==> config.mk <==
export PLATFORM = sky130hd
export DESIGN_NAME = half_plane_polygon_clip
export DESIGN_NICKNAME = d
export VERILOG_FILES = /design/src/sv/hppc_pkg.sv /design/src/sv/half_plane_polygon_clip.sv /design/src/sv/hppc_cfg.sv /design/src/sv/hppc_ctrl.sv /design/src/sv/hppc_dp.sv
export VERILOG_INCLUDE_DIRS = /design/src /design/src/sv
export SDC_FILE = /design/constraint.sdc
export NUM_CORES = 2
export LEC_CHECK = 0
export BUFFER_PORTS_ARGS = -buffer_cell sky130_fd_sc_hd__buf_2
export CAP_MARGIN = 40
export CORE_ASPECT_RATIO = 0.8
export CORE_MARGIN = 5
export CORE_UTILIZATION = 35
export DETAILED_ROUTE_END_ITERATION = 8
export PLACE_DENSITY = 0.52
export SLEW_MARGIN = 20
export SYNTH_ARGS = -nofsm -noshare
export SYNTH_HDL_FRONTEND = slang
export SYNTH_SLANG_ARGS = --single-unit
==> constraint.sdc <==
create_clock -name i_clk -period 23.5 [get_ports i_clk]
set_clock_uncertainty 0.15 [all_clocks]
set_input_delay 0 -clock i_clk [delete_from_list [all_inputs] [get_ports i_clk]]
set_output_delay 0 -clock i_clk [all_outputs]
set_load 0.02 [all_outputs]
==> src/sv/half_plane_polygon_clip_assert.svh <==
// Assertion macros for the half-plane polygon clipper.
`ifndef HALF_PLANE_POLYGON_CLIP_ASSERT_SVH
`define HALF_PLANE_POLYGON_CLIP_ASSERT_SVH

// Same-cycle implication, checked out of reset.
`define HPPC_ASSERT_NOW(lbl, ante, cons, msg) \
    lbl: assert property (@(posedge i_clk) disable iff (!i_rst_n) (ante) |-> (cons)) \
        else $error(msg);

// Next-cycle implication, checked out of reset.
`define HPPC_ASSERT_NEXT(lbl, ante, cons, msg) \
    lbl: assert property (@(posedge i_clk) disable iff (!i_rst_n) (ante) |=> (cons)) \
        else $error(msg);

`endif

==> src/sv/hppc_pkg.sv <==
// Types, constants and codes shared by the half-plane polygon clipper.
package hppc_pkg;

    localparam int COORD_WIDTH  = 32;
    localparam int DIST_WIDTH   = COORD_WIDTH + 2;
    localparam int NORM_WIDTH   = 18;
    localparam int OFFSET_WIDTH = 32;
    localparam int TOL_WIDTH    = 31;
    localparam int FRAC_BITS    = 16;
    localparam int DOT_WIDTH    = COORD_WIDTH + NORM_WIDTH;
    localparam int SUM_WIDTH    =
        ((COORD_WIDTH + 3 > OFFSET_WIDTH) ? COORD_WIDTH + 3 : OFFSET_WIDTH) + 1;
    localparam int CMP_WIDTH    =
        ((DIST_WIDTH > TOL_WIDTH + 1) ? DIST_WIDTH : TOL_WIDTH + 1) + 1;
    localparam int PROD_WIDTH   = COORD_WIDTH + 1 + DIST_WIDTH;
    localparam int CNT_WIDTH    = $clog2(DIST_WIDTH + 1);
    localparam int ADDR_WIDTH   = 4;
    localparam int DATA_WIDTH   = 32;

    typedef enum logic [1:0] {
        REG_NORMAL_X,
        REG_NORMAL_Y,
        REG_LINE_OFFSET,
        REG_TOLERANCE
    } t_reg_idx;

    typedef struct packed {
        logic signed [COORD_WIDTH-1:0] vertex_x;
        logic signed [COORD_WIDTH-1:0] vertex_y;
        logic                          closing;
    } t_vtx_in;

    typedef struct packed {
        logic signed [COORD_WIDTH-1:0] out_x;
        logic signed [COORD_WIDTH-1:0] out_y;
        logic                          vertex_valid;
        logic                          from_crossing;
        logic                          polygon_end;
    } t_res_out;

    typedef struct packed {
        logic signed [NORM_WIDTH-1:0]   normal_x;
        logic signed [NORM_WIDTH-1:0]   normal_y;
        logic signed [OFFSET_WIDTH-1:0] line_offset;
        logic        [TOL_WIDTH-1:0]    tolerance;
    } t_cfg;

    typedef enum logic [3:0] {
        S_IDLE,
        S_MUL_X,
        S_MUL_Y,
        S_DIST,
        S_EDGE,
        S_EMIT_START,
        S_LX_GO,
        S_LX_WAIT,
        S_LY_GO,
        S_LY_WAIT,
        S_EMIT_CROSS,
        S_NEXT,
        S_EMIT_END,
        S_UPDATE
    } t_state;

    typedef enum logic [1:0] {
        OUT_START,
        OUT_CROSS,
        OUT_END
    } t_out_kind;

    typedef struct packed {
        logic      load_in;
        logic      mul_en;
        logic      mul_y;
        logic      dist_en;
        logic      edge_load;
        logic      edge_sel;
        logic      lerp_start;
        logic      lerp_axis;
        logic      out_load;
        t_out_kind out_kind;
        logic      out_last;
        logic      update;
    } t_dp_cmd;

    typedef struct packed {
        logic begun;
        logic closing;
        logic in1;
        logic cr1;
        logic in2;
        logic cr2;
        logic lerp_idle;
        logic out_free;
    } t_dp_sts;

endpackage

==> src/sv/half_plane_polygon_clip.sv <==
// Each crossing runs per axis a start state, a DIST_WIDTH bit shift-add multiply,
// a COORD_WIDTH bit restoring divide and a wait state.
// The clipper takes one vertex at a time; the next is taken only after the last one's
// history update, and output stalls can hold it back.
// Reset (synchronous, active low): registers to defaults, history cleared, result empty.
module half_plane_polygon_clip (
    input  logic                            i_clk,
    input  logic                            i_rst_n,
    // configuration port
    input  logic                            psel,
    input  logic                            penable,
    input  logic                            pwrite,
    input  logic [hppc_pkg::ADDR_WIDTH-1:0] paddr,
    input  logic [hppc_pkg::DATA_WIDTH-1:0] pwdata,
    output logic [hppc_pkg::DATA_WIDTH-1:0] prdata,
    output logic                            pready,
    // vertex transactions in
    input  logic                            i_in_valid,
    output logic                            o_in_ready,
    input  hppc_pkg::t_vtx_in               i_in_data,
    // clipped vertex transactions out
    output logic                            o_out_valid,
    input  logic                            i_out_ready,
    output hppc_pkg::t_res_out              o_out_data
);
    import hppc_pkg::*;

    t_cfg    w_cfg;
    t_dp_cmd w_cmd;
    t_dp_sts w_sts;

    // zero wait states on the configuration port
    assign pready = 1'b1;

    hppc_cfg u_cfg (
        .i_clk   (i_clk),
        .i_rst_n (i_rst_n),
        .psel    (psel),
        .penable (penable),
        .pwrite  (pwrite),
        .paddr   (paddr),
        .pwdata  (pwdata),
        .prdata  (prdata),
        .o_cfg   (w_cfg)
    );

    // the sequencer walks distance, the edge in and any closing edge, any end marker, history update
    hppc_ctrl u_ctrl (
        .i_clk      (i_clk),
        .i_rst_n    (i_rst_n),
        .i_in_valid (i_in_valid),
        .o_in_ready (o_in_ready),
        .i_sts      (w_sts),
        .o_cmd      (w_cmd)
    );

    // the datapath holds the output register; a waiting result stalls the sequencer
    // only when the next result is ready to load
    hppc_dp u_dp (
        .i_clk       (i_clk),
        .i_rst_n     (i_rst_n),
        .i_cfg       (w_cfg),
        .i_in_data   (i_in_data),
        .i_cmd       (w_cmd),
        .o_sts       (w_sts),
        .o_out_valid (o_out_valid),
        .i_out_ready (i_out_ready),
        .o_out_data  (o_out_data)
    );

`include "half_plane_polygon_clip_assert.svh"

    // a taken vertex drops ready until its work is done
    `HPPC_ASSERT_NEXT(a_busy_after_take, i_in_valid && o_in_ready, !o_in_ready, "ready held")
    // never overwrite a result that is still waiting
    `HPPC_ASSERT_NOW(a_load_when_free, w_cmd.out_load, w_sts.out_free, "result overwritten")
    // never restart the lerp unit mid-operation
    `HPPC_ASSERT_NOW(a_lerp_idle_start, w_cmd.lerp_start, w_sts.lerp_idle, "lerp restarted")
    // a bare end marker always closes the polygon
    `HPPC_ASSERT_NOW(a_marker_ends, o_out_valid && !o_out_data.vertex_valid,
        o_out_data.polygon_end && !o_out_data.from_crossing, "bad end marker")

endmodule

==> src/sv/hppc_cfg.sv <==
// Configuration register file behind the APB-style port.
module hppc_cfg (
    input  logic                           i_clk,
    input  logic                           i_rst_n,
    input  logic                           psel,
    input  logic                           penable,
    input  logic                           pwrite,
    input  logic [hppc_pkg::ADDR_WIDTH-1:0] paddr,
    input  logic [hppc_pkg::DATA_WIDTH-1:0] pwdata,
    output logic [hppc_pkg::DATA_WIDTH-1:0] prdata,
    output hppc_pkg::t_cfg                  o_cfg
);
    import hppc_pkg::*;

    t_cfg     r_cfg;
    t_reg_idx w_idx;

    assign w_idx = t_reg_idx'(paddr[3:2]);
    assign o_cfg = r_cfg;

    always_ff @(posedge i_clk) begin
        if (!i_rst_n) begin
            r_cfg.normal_x    <= NORM_WIDTH'(65536);
            r_cfg.normal_y    <= '0;
            r_cfg.line_offset <= '0;
            r_cfg.tolerance   <= '0;
        end else if (psel && penable && pwrite) begin
            unique case (w_idx)
                REG_NORMAL_X:    r_cfg.normal_x    <= pwdata[NORM_WIDTH-1:0];
                REG_NORMAL_Y:    r_cfg.normal_y    <= pwdata[NORM_WIDTH-1:0];
                REG_LINE_OFFSET: r_cfg.line_offset <= pwdata[OFFSET_WIDTH-1:0];
                REG_TOLERANCE:   r_cfg.tolerance   <= pwdata[TOL_WIDTH-1:0];
            endcase
        end
    end

    always_comb begin
        unique case (w_idx)
            REG_NORMAL_X:    prdata = DATA_WIDTH'(r_cfg.normal_x);
            REG_NORMAL_Y:    prdata = DATA_WIDTH'(r_cfg.normal_y);
            REG_LINE_OFFSET: prdata = DATA_WIDTH'(r_cfg.line_offset);
            REG_TOLERANCE:   prdata = DATA_WIDTH'(r_cfg.tolerance);
        endcase
    end

endmodule

==> src/sv/hppc_ctrl.sv <==
// Sequencer that steps the clipper datapath through one vertex.
module hppc_ctrl (
    input  logic              i_clk,
    input  logic              i_rst_n,
    input  logic              i_in_valid,
    output logic              o_in_ready,
    input  hppc_pkg::t_dp_sts i_sts,
    output hppc_pkg::t_dp_cmd o_cmd
);
    import hppc_pkg::*;

    t_state r_state, n_state;
    logic   r_edge, n_edge;
    logic   w_in_e, w_cr_e, w_more2, w_last_start, w_last_cross, w_none;

    assign w_in_e  = r_edge ? i_sts.in2 : i_sts.in1;
    assign w_cr_e  = r_edge ? i_sts.cr2 : i_sts.cr1;
    // closing edge will emit something after the first edge
    assign w_more2 = i_sts.closing && i_sts.begun && (i_sts.in2 || i_sts.cr2);
    assign w_last_start = r_edge ? !i_sts.cr2 : (i_sts.closing && !i_sts.cr1 && !w_more2);
    assign w_last_cross = r_edge ? 1'b1 : (i_sts.closing && !w_more2);
    assign w_none = i_sts.closing && !(i_sts.begun &&
                    (i_sts.in1 || i_sts.cr1 || i_sts.in2 || i_sts.cr2));

    always_ff @(posedge i_clk) begin
        if (!i_rst_n) begin
            r_state <= S_IDLE;
            r_edge  <= 1'b0;
        end else begin
            r_state <= n_state;
            r_edge  <= n_edge;
        end
    end

    always_comb begin
        n_state    = r_state;
        n_edge     = r_edge;
        o_cmd      = '0;
        o_in_ready = 1'b0;
        unique case (r_state)
            S_IDLE: begin
                o_in_ready = 1'b1;
                if (i_in_valid) begin
                    o_cmd.load_in = 1'b1;
                    n_state       = S_MUL_X;
                end
            end
            S_MUL_X: begin
                o_cmd.mul_en = 1'b1;
                n_state      = S_MUL_Y;
            end
            S_MUL_Y: begin
                o_cmd.mul_en = 1'b1;
                o_cmd.mul_y  = 1'b1;
                n_state      = S_DIST;
            end
            S_DIST: begin
                o_cmd.dist_en = 1'b1;
                n_edge        = 1'b0;
                n_state       = i_sts.begun ? S_EDGE : S_NEXT;
            end
            S_EDGE: begin
                o_cmd.edge_load = 1'b1;
                o_cmd.edge_sel  = r_edge;
                n_state         = S_EMIT_START;
            end
            S_EMIT_START: begin
                if (!w_in_e || i_sts.out_free) begin
                    o_cmd.out_load = w_in_e;
                    o_cmd.out_kind = OUT_START;
                    o_cmd.out_last = w_last_start;
                    n_state        = w_cr_e ? S_LX_GO : S_NEXT;
                end
            end
            S_LX_GO: begin
                o_cmd.lerp_start = 1'b1;
                n_state          = S_LX_WAIT;
            end
            S_LX_WAIT: begin
                if (i_sts.lerp_idle) n_state = S_LY_GO;
            end
            S_LY_GO: begin
                o_cmd.lerp_start = 1'b1;
                o_cmd.lerp_axis  = 1'b1;
                n_state          = S_LY_WAIT;
            end
            S_LY_WAIT: begin
                if (i_sts.lerp_idle) n_state = S_EMIT_CROSS;
            end
            S_EMIT_CROSS: begin
                if (i_sts.out_free) begin
                    o_cmd.out_load = 1'b1;
                    o_cmd.out_kind = OUT_CROSS;
                    o_cmd.out_last = w_last_cross;
                    n_state        = S_NEXT;
                end
            end
            S_NEXT: begin
                priority if (!r_edge && i_sts.closing && i_sts.begun) begin
                    n_edge  = 1'b1;
                    n_state = S_EDGE;
                end else if (w_none) begin
                    n_state = S_EMIT_END;
                end else begin
                    n_state = S_UPDATE;
                end
            end
            S_EMIT_END: begin
                if (i_sts.out_free) begin
                    o_cmd.out_load = 1'b1;
                    o_cmd.out_kind = OUT_END;
                    o_cmd.out_last = 1'b1;
                    n_state        = S_UPDATE;
                end
            end
            S_UPDATE: begin
                o_cmd.update = 1'b1;
                n_state      = S_IDLE;
            end
            default: n_state = S_IDLE;
        endcase
    end

endmodule

==> src/sv/hppc_dp.sv <==
// Clipper datapath: distance, edge operands, serial lerp unit, result register.
module hppc_dp (
    input  logic               i_clk,
    input  logic               i_rst_n,
    input  hppc_pkg::t_cfg     i_cfg,
    input  hppc_pkg::t_vtx_in  i_in_data,
    input  hppc_pkg::t_dp_cmd  i_cmd,
    output hppc_pkg::t_dp_sts  o_sts,
    output logic               o_out_valid,
    input  logic               i_out_ready,
    output hppc_pkg::t_res_out o_out_data
);
    import hppc_pkg::*;

    localparam int CW = COORD_WIDTH;
    localparam int DW = DIST_WIDTH;
    localparam int PW = PROD_WIDTH;
    localparam logic signed [SUM_WIDTH-1:0] DMAX =
        {{(SUM_WIDTH-DW+1){1'b0}}, {(DW-1){1'b1}}};
    localparam logic signed [SUM_WIDTH-1:0] DMIN = ~DMAX;

    // vertex, distance and polygon history
    logic signed [CW-1:0]        r_vx, r_vy, r_fx, r_fy, r_px, r_py;
    logic signed [DW-1:0]        r_d, r_fd, r_pd;
    logic                        r_close, r_have;
    logic signed [DOT_WIDTH-1:0] r_pa, r_pb, w_mul;
    logic signed [NORM_WIDTH-1:0] w_ma;
    logic signed [CW-1:0]        w_mb;
    logic signed [DOT_WIDTH:0]   w_sum;
    logic signed [SUM_WIDTH-1:0] w_full;
    logic signed [DW-1:0]        w_d;
    logic signed [CMP_WIDTH-1:0] w_tol;

    // edge operands
    logic signed [CW-1:0] r_ax, r_ay, r_bx, r_by;
    logic signed [DW-1:0] r_da, r_db;

    // serial multiply then divide
    logic [CW:0]          r_mcand;
    logic [DW-1:0]        r_mplier;
    logic [DW:0]          r_den;
    logic                 r_neg, r_busy, r_div, r_axis;
    logic [CW-1:0]        r_base, r_quo, r_lx, r_ly;
    logic [PW-1:0]        r_prod, w_prod_nx;
    logic [DW:0]          r_rem;
    logic [CNT_WIDTH-1:0] r_cnt;
    logic signed [CW-1:0] w_a, w_b;
    logic signed [CW:0]   w_dx;
    logic signed [DW:0]   w_den;
    logic [DW+1:0]        w_t, w_diff;
    logic                 w_ge;
    logic [CW-1:0]        w_q, w_res;

    t_res_out r_out;
    logic     r_out_valid, w_out_free;

    function automatic logic f_in(input logic signed [DW-1:0] d,
                                  input logic signed [CMP_WIDTH-1:0] tol);
        logic signed [CMP_WIDTH-1:0] e;
        e = CMP_WIDTH'(d);
        return e <= tol;
    endfunction

    function automatic logic f_cross(input logic signed [DW-1:0] da,
                                     input logic signed [DW-1:0] db,
                                     input logic signed [CMP_WIDTH-1:0] tol);
        logic signed [CMP_WIDTH-1:0] ea, eb;
        ea = CMP_WIDTH'(da);
        eb = CMP_WIDTH'(db);
        return (ea > tol && eb < -tol) || (ea < -tol && eb > tol);
    endfunction

    // distance: one shared multiplier for the x and y products
    assign w_ma  = i_cmd.mul_y ? i_cfg.normal_y : i_cfg.normal_x;
    assign w_mb  = i_cmd.mul_y ? r_vy : r_vx;
    assign w_mul = w_ma * w_mb;
    assign w_sum = {r_pa[DOT_WIDTH-1], r_pa} + {r_pb[DOT_WIDTH-1], r_pb};
    assign w_full = SUM_WIDTH'($signed(w_sum[DOT_WIDTH:FRAC_BITS]))
                  + SUM_WIDTH'(i_cfg.line_offset);
    assign w_d = (w_full > DMAX) ? DMAX[DW-1:0] :
                 (w_full < DMIN) ? DMIN[DW-1:0] : w_full[DW-1:0];
    assign w_tol = CMP_WIDTH'(i_cfg.tolerance);

    always_ff @(posedge i_clk) begin
        if (i_cmd.load_in) begin
            r_vx    <= i_in_data.vertex_x;
            r_vy    <= i_in_data.vertex_y;
            r_close <= i_in_data.closing;
        end
        if (i_cmd.mul_en) begin
            if (i_cmd.mul_y) r_pb <= w_mul;
            else             r_pa <= w_mul;
        end
        if (i_cmd.dist_en) r_d <= w_d;
        if (i_cmd.update) begin
            if (!r_have) begin
                r_fx <= r_vx;
                r_fy <= r_vy;
                r_fd <= r_d;
            end
            r_px <= r_vx;
            r_py <= r_vy;
            r_pd <= r_d;
        end
        if (i_cmd.edge_load) begin
            if (i_cmd.edge_sel) begin
                r_ax <= r_vx; r_ay <= r_vy; r_da <= r_d;
                r_bx <= r_fx; r_by <= r_fy; r_db <= r_fd;
            end else begin
                r_ax <= r_px; r_ay <= r_py; r_da <= r_pd;
                r_bx <= r_vx; r_by <= r_vy; r_db <= r_d;
            end
        end
    end

    always_ff @(posedge i_clk) begin
        if (!i_rst_n)          r_have <= 1'b0;
        else if (i_cmd.update) r_have <= !r_close;
    end

    // lerp operands
    assign w_a   = i_cmd.lerp_axis ? r_ay : r_ax;
    assign w_b   = i_cmd.lerp_axis ? r_by : r_bx;
    assign w_dx  = {w_b[CW-1], w_b} - {w_a[CW-1], w_a};
    assign w_den = {r_da[DW-1], r_da} - {r_db[DW-1], r_db};

    assign w_prod_nx = {r_prod[PW-2:0], 1'b0} + (r_mplier[DW-1] ? PW'(r_mcand) : '0);
    assign w_t    = {r_rem, r_quo[CW-1]};
    assign w_diff = w_t - {1'b0, r_den};
    assign w_ge   = !w_diff[DW+1];
    assign w_q    = {r_quo[CW-2:0], w_ge};
    assign w_res  = r_neg ? (r_base - w_q) : (r_base + w_q);

    always_ff @(posedge i_clk) begin
        if (i_cmd.lerp_start) begin
            r_mcand  <= w_dx[CW] ? -w_dx : w_dx;
            r_mplier <= r_da[DW-1] ? -r_da : r_da;
            r_den    <= w_den[DW] ? -w_den : w_den;
            r_neg    <= w_dx[CW];
            r_base   <= w_a;
            r_axis   <= i_cmd.lerp_axis;
            r_prod   <= '0;
            r_cnt    <= CNT_WIDTH'(DW - 1);
        end else if (r_busy && !r_div) begin
            r_prod   <= w_prod_nx;
            r_mplier <= r_mplier << 1;
            if (r_cnt == '0) begin
                // quotient is below 2^CW, so the top bits seed the remainder
                r_rem <= w_prod_nx[PW-1:CW];
                r_quo <= w_prod_nx[CW-1:0];
                r_cnt <= CNT_WIDTH'(CW - 1);
            end else begin
                r_cnt <= r_cnt - 1'b1;
            end
        end else if (r_busy) begin
            r_rem <= w_ge ? w_diff[DW:0] : w_t[DW:0];
            r_quo <= w_q;
            r_cnt <= r_cnt - 1'b1;
            if (r_cnt == '0) begin
                if (r_axis) r_ly <= w_res;
                else        r_lx <= w_res;
            end
        end
    end

    always_ff @(posedge i_clk) begin
        if (!i_rst_n) begin
            r_busy <= 1'b0;
            r_div  <= 1'b0;
        end else if (i_cmd.lerp_start) begin
            r_busy <= 1'b1;
            r_div  <= 1'b0;
        end else if (r_busy && r_cnt == '0) begin
            if (r_div) r_busy <= 1'b0;
            r_div <= !r_div;
        end
    end

    // result register
    assign w_out_free = !r_out_valid || i_out_ready;

    always_ff @(posedge i_clk) begin
        if (!i_rst_n)             r_out_valid <= 1'b0;
        else if (i_cmd.out_load)  r_out_valid <= 1'b1;
        else if (i_out_ready)     r_out_valid <= 1'b0;
    end

    always_ff @(posedge i_clk) begin
        if (i_cmd.out_load) begin
            unique case (i_cmd.out_kind)
                OUT_START: r_out <= '{r_ax, r_ay, 1'b1, 1'b0, i_cmd.out_last};
                OUT_CROSS: r_out <= '{r_lx, r_ly, 1'b1, 1'b1, i_cmd.out_last};
                default:   r_out <= '{'0, '0, 1'b0, 1'b0, 1'b1};
            endcase
        end
    end

    assign o_out_valid = r_out_valid;
    assign o_out_data  = r_out;

    assign o_sts.begun     = r_have;
    assign o_sts.closing   = r_close;
    assign o_sts.in1       = f_in(r_pd, w_tol);
    assign o_sts.cr1       = f_cross(r_pd, r_d, w_tol);
    assign o_sts.in2       = f_in(r_d, w_tol);
    assign o_sts.cr2       = f_cross(r_d, r_fd, w_tol);
    assign o_sts.lerp_idle = !r_busy;
    assign o_sts.out_free  = w_out_free;

endmodule
======== Word level (Yosys, flattened, before mapping) ========
Index checks and enable logic that the tools add are counted.
operators by class
  add/sub/neg operators ................... 13
  $mul .................................... 1
  magnitude comparators ................... 10
  equal/unequal tests ..................... 25
  muxes and demuxes ....................... 66
  bitwise gates (word level) .............. 6
  reduce and logical (&&, ||, !) cells .... 61
operator list
  operator                                                                number
  32-bit two-way mux                                                      12
  34-bit two-way mux                                                      7
  35-bit two-way mux                                                      4
  67-bit case mux with 2 select lines                                     1
  32-bit case mux with 4 select lines                                     1
  34-bit by 35-bit < comparator with 1-bit output                         3
  34-bit by 32-bit > comparator with 1-bit output                         3
  34-bit by 32-bit less-or-equal comparator with 1-bit output             2
  67-bit by 33-bit adder with 67-bit output                               1
  4-bit case mux with 13 select lines                                     1
  50-bit by 50-bit adder with 51-bit output                               1
  18-bit by 32-bit multiplier with 50-bit output                          1
  4-bit two-way mux                                                       12
  35-bit by 32-bit adder with 36-bit output                               1
  36-bit by 34-bit > comparator with 1-bit output, second input constant  1
  36-bit by 34-bit < comparator with 1-bit output, second input constant  1
  36-bit by 35-bit subtractor with 36-bit output                          1
  31-bit negator with 35-bit output                                       1
  35-bit negator                                                          1
  34-bit by 34-bit subtractor with 35-bit output                          1
  34-bit negator                                                          1
  33-bit two-way mux                                                      1
  33-bit negator                                                          1
  32-bit by 32-bit subtractor with 33-bit output                          1
  other kinds (30)                                                        122
storage, ports and cells
  register bits after elaboration ......... 1105
  input bits .............................. 108
  output and inout port bits .............. 102
  logic and storage cells ................. 229

======== Depth between registers and ports, before layout ========
  word-level depth ........................ 13
  depth in mapped cells ................... 33

======== Modules after synthesis ========
A second synthesis with hierarchy kept.
second synthesis, totals
  cells, all modules ...................... 7890
  area, all modules ....................... 82723.1 sq um
by module, submodules not included
  module                   times used  cells an instance  area each (sq um)  seq. area each (sq um)
  hppc_dp                  1           7384               77753.3            29298.1
  hppc_cfg                 1           420                4362.9             1981.9
  hppc_ctrl                1           84                 595.6              100.1
  half_plane_polygon_clip  1           2                  11.3               0.0

======== Worst setup path before layout ========
No wires, ideal clock.
  path kind ............................... register to register
  from .................................... register u_ctrl.r_state[2]
  to ...................................... register u_dp.r_db[17] (data pin)
  setup time .............................. 0.260 ns
  arrival ................................. 17.432 ns
  required time ........................... 23.090 ns
  slack ................................... 5.658 ns
  cell stages (with the launch flop) ...... 8
  buffers on the path ..................... 3
  clock period less this slack ............ 17.842 ns
  cells stage by stage .................... dfxtp_1 -> clkbuf_1 -> nand2b_1 -> nor3_1 -> nand2_1 -> clkbuf_1 -> buf_1 -> mux2_2
on the way
  word-level cells in the longest chain between the ends .. 3
RTL lines
  item                                            line             RTL
  start: declaration                              hppc_ctrl.sv:12  t_state r_state, n_state;
  start signal: assignment                        hppc_ctrl.sv:30  r_state <= n_state;
  4-bit by 3-bit equality test with 1-bit output  hppc_ctrl.sv:40  unique case (r_state)
  2-bit two-way mux                               hppc_ctrl.sv:40
  34-bit two-way mux                              hppc_dp.sv:106   if (i_cmd.edge_sel) begin
  end signal: assignment                          hppc_dp.sv:108   r_bx <= r_fx; r_by <= r_fy; r_db <= r_fd;
  end signal: assignment                          hppc_dp.sv:111   r_bx <= r_vx; r_by <= r_vy; r_db <= r_d;
  end: declaration                                hppc_dp.sv:36    logic signed [DW-1:0] r_da, r_db;
No other way between the ends.
A chain may end at the register's enable or synchronous reset.

======== Worst setup path after layout ========
  from .................................... register u_ctrl.r_state[3]
  to ...................................... register u_dp.r_pa[48] (data pin)
on the way
  word-level cells in the longest chain between the ends .. 4
  elaborated cells between the ends (all ways) .. 5
RTL lines
  item                                                             line                          RTL
  4-bit by 2-bit equality test with 1-bit output *                 hppc_ctrl.sv:40
  1-bit two-way mux *                                              hppc_ctrl.sv:40
  18-bit two-way mux / 32-bit two-way mux (equally long branches)  hppc_dp.sv:74, hppc_dp.sv:75
  18-bit by 32-bit multiplier with 50-bit output *                 hppc_dp.sv:76                 assign w_mul = w_ma * w_mb;
  net u_dp.w_mul[48]                                               hppc_dp.sv:26                 logic signed [DOT_WIDTH-1:0] r_pa, r_pb, w_mul;
  end signal: assignment                                           hppc_dp.sv:92                 else r_pa <= w_mul;
  end: declaration                                                 hppc_dp.sv:26
The timed path passes the listed nets; every way through them passes the cells marked *.

==> impl_metrics.json <==
{
  "synth.top_cell.area_share_pct": 33.9,
  "nets": 9541,
  "dpl_cell_area_um2": 87100,
  "hold_depth": 3,
  "endpoint_kind": "flip-flop",
  "via_count": 60400,
  "placed_cells": 11100,
  "reg2regPathDepth": 27,
  "fin_crit_sh_pct": 44.9,
  "ys_types": 98,
  "grt_max_degree": 150,
  "crit_path_start_kind": "flip-flop",
  "stdcell_area_um2": 93600,
  "gp_congestion": 0.887,
  "wl_met3_um": 16300,
  "synth_edf_count": 925,
  "grt_pass1_wl_um": 376000,
  "highest_layer": "met4",
  "cts-root-buf": "clkbuf_16",
  "track_usage_pct": 20.1,
  "path_max_fanout": 109,
  "ir_drop_mv": 0.0861,
  "grt_pass1_vias": 59700,
  "rows": 158,
  "dieArea_um2": 244000,
  "routedWlPerCell_um": 21.7,
  "outcome": "completed",
  "synth_common_cells": "nand2_1, edfxtp_1, inv_1",
  "relSlewSlack_pct": 32.7,
  "crit_required_ns": 23.84,
  "async_flop_share_pct": 0,
  "period_needed_ns": 10.56,
  "drcViolationCount": 0,
  "netlist_instances": 7917,
  "fin_cells": 11500,
  "setup_violations": 0,
  "timing.final.max_slew_violations": 0,
  "worst_pin_slew_ns": 1.01,
  "cts_buffers": 131,
  "die_y_um": 443,
  "yosys.area.top_type": "edfxtp_1",
  "dp_hpwl_um": 192000,
  "wl_met2_um": 110000,
  "seq_area_frac_synth_pct": 38.3,
  "vias_per_cell": 5.24,
  "clk_pin_slew_ns": 0.06,
  "yosysWarnings": 0,
  "postRouteAntennaNets": 0,
  "drive_gt1_share_pct": 10.9,
  "syn-cell-area_um2": 82000,
  "cts_setup_buffers": 0,
  "clockBufferDepth": 3,
  "drt_iter0_drc": 4766,
  "drv_cap": 0,
  "cts.sinks": 1105,
  "antenna_found_initial": 20,
  "htreeDepth": 4,
  "portBuffers": 206,
  "routed_wl_um": 250000,
  "syn_to_final_growth_pct": 14.2,
  "yosys.cell_count.top_type": "nand2_1",
  "die_w_um": 551,
  "wl_met1_um": 115000,
  "fin_tns_setup_ns": 0,
  "worst-setup-path-type": "flip-flop to flip-flop",
  "drtPass1Iterations": 6,
  "ys_seq_elements": 1105,
  "hold_class": "input pin to flip-flop",
  "cts_tree": "yes",
  "clk_latency_ns": 0.77,
  "core_um2": 232000,
  "syn_avg_cell_area_um2": 10.4,
  "io_pins": 210,
  "overflow": 0,
  "p_leak_nw": 38.3,
  "rsz0062_at_grt": "false",
  "synthFlopType": "edfxtp_1",
  "ys_top_cells_by_area": "edfxtp_1, fa_1, ha_1, nand2_1, dfxtp_1",
  "syn_nets": 9156,
  "arrival_ns": 10.90,
  "hold_viol": 0,
  "totalPowerFinal_mw": 7.94,
  "clock.fmax_mhz": 94.7,
  "powerDensity_nw_per_um2": 84.8,
  "start_util_pct": 35.3
}
==> stage by stage <==
stage                     hold WS, ns  setup slack [ns]  util (%)
final                          0.0840             12.94      40.3
after global routing           0.0543             12.41      40.3
after CTS                      0.0340             12.86      40.2
after detailed placement       0.0289             12.86      37.5
after global placement         0.0280             12.92      37.2
after floorplan               -0.0511              5.66         -
==> final cells by class <==
| cell class | count | area, um2 |
|---|---|---|
| well taps | 3120 | 3900 |
| clock buffers | 161 | 3530 |
| multi-input cells | 5659 | 46500 |
| clock inverters | 79 | 747 |
| flip-flops and latches | 1105 | 31400 |
| diodes | 6 | 15.0 |
| repair buffers | 527 | 4280 |
| fillers | 22600 | 139000 |
| inverters | 878 | 3300 |
==> layer usage <==
metal	global-route usage, %	up-vias
met3	3.91	373
met1	28.9	30100
met5	0	-
met2	30.5	1746
li1	-	28200
met4	6.28	0
==> report_power, final <==
group	internal (mW)	switching, mW	total (mW)
Sequential	2.49	0.187	2.68
Combinational	1.22	1.99	3.21
Clock	1.18	0.860	2.04
Total	4.90	3.04	7.94
==> cell usage in the layout (no fill, tap or decap), types with 54 or more instances in the layout <==
master         netlist  layout
nand3_1            100      97
clkbuf_16            0     136
a21boi_0           111     111
o21ai_0            240     240
xor2_1             148     148
nand2b_1            64      63
mux2i_1             86      73
nand2_1           1025    1022
dlygate4sd3_1        0     213
ha_1               572     572
buf_2               16     209
nand4_1             54      54
nor2b_1             71      70
buf_4                1      77
dfxtp_1            180     180
o21a_1              56      56
a21oi_1            433     433
nor3_1              99      95
a31oi_1             54      54
inv_1              876     872
mux2_2             289     289
a211oi_1            58      57
nor2_1             536     531
xnor2_1            262     262
edfxtp_1           925     925
and2_1              64      63
a21o_1             244     244
fa_1               559     559
==> critical path: stages, from the launching register on <==
cell      delay [ns]
dfxtp_1         0.45
or2_2           0.44
nor3b_2         0.28
buf_12          0.44
buf_4           0.63
mux2_2          0.83
nand2_1         0.21
fa_1            0.58
inv_1           0.05
fa_1            0.46
fa_1            0.54
fa_1            0.57
fa_1            0.60
inv_1           0.07
fa_1            0.53
inv_1           0.04
ha_1            0.37
and3_1          0.23
o211a_1         0.15
a211oi_1        0.39
nor2b_1         0.09
a21oi_1         0.48
or4_1           0.26
a21oi_1         0.09
o21ai_0         0.45
o21ai_0         0.24
a311oi_1        0.35
xnor2_1         0.18
==> final timing paths <==
path                                        start          endpoint  slack (ns)
worst max-delay path            u_ctrl.r_state[3]     u_dp.r_pa[48]       12.94
worst min-delay path                      i_rst_n  u_dp.o_out_valid        0.08
worst max register to register  u_ctrl.r_state[3]     u_dp.r_pa[48]       12.94
worst min register to register    u_dp.r_prod[23]   u_dp.r_prod[23]        0.31
==> sequential cells by signal (all words and copies together) (netlist names), 35 cells and up <==
name and cells:
u_cfg.o_cfg 99, u_dp.o_out_data 67, u_dp.r_prod 66, u_dp.r_pa 50
u_dp.r_pb 50, u_dp.r_den 35, u_dp.r_rem 35
==> kinds of logic (layout without fill, tap and decap cells) <==
kind of cell,count (synthesis),after routing,share of synthesized area [%]
AOI/OAI and AO/OA,1504,1504,12.0
muxes,392,392,5.49
xor gates and xnor gates,411,411,4.40
and+or+nand+nor,2220,2220,12.1
other,1,7,0.00457
adders and majority gates,1131,1131,22.4
buffers and inverters,1153,1645,5.31
DFF,1105,1105,38.3
==> what timing repair did <==
| action | in CTS | in global routing |
|---|---|---|
| hold endpoints to repair | 239 | 0 |
| hold buffers | 213 | 0 |
| resized for setup | 0 | 0 |
Power figures use the tool's default switching activity.
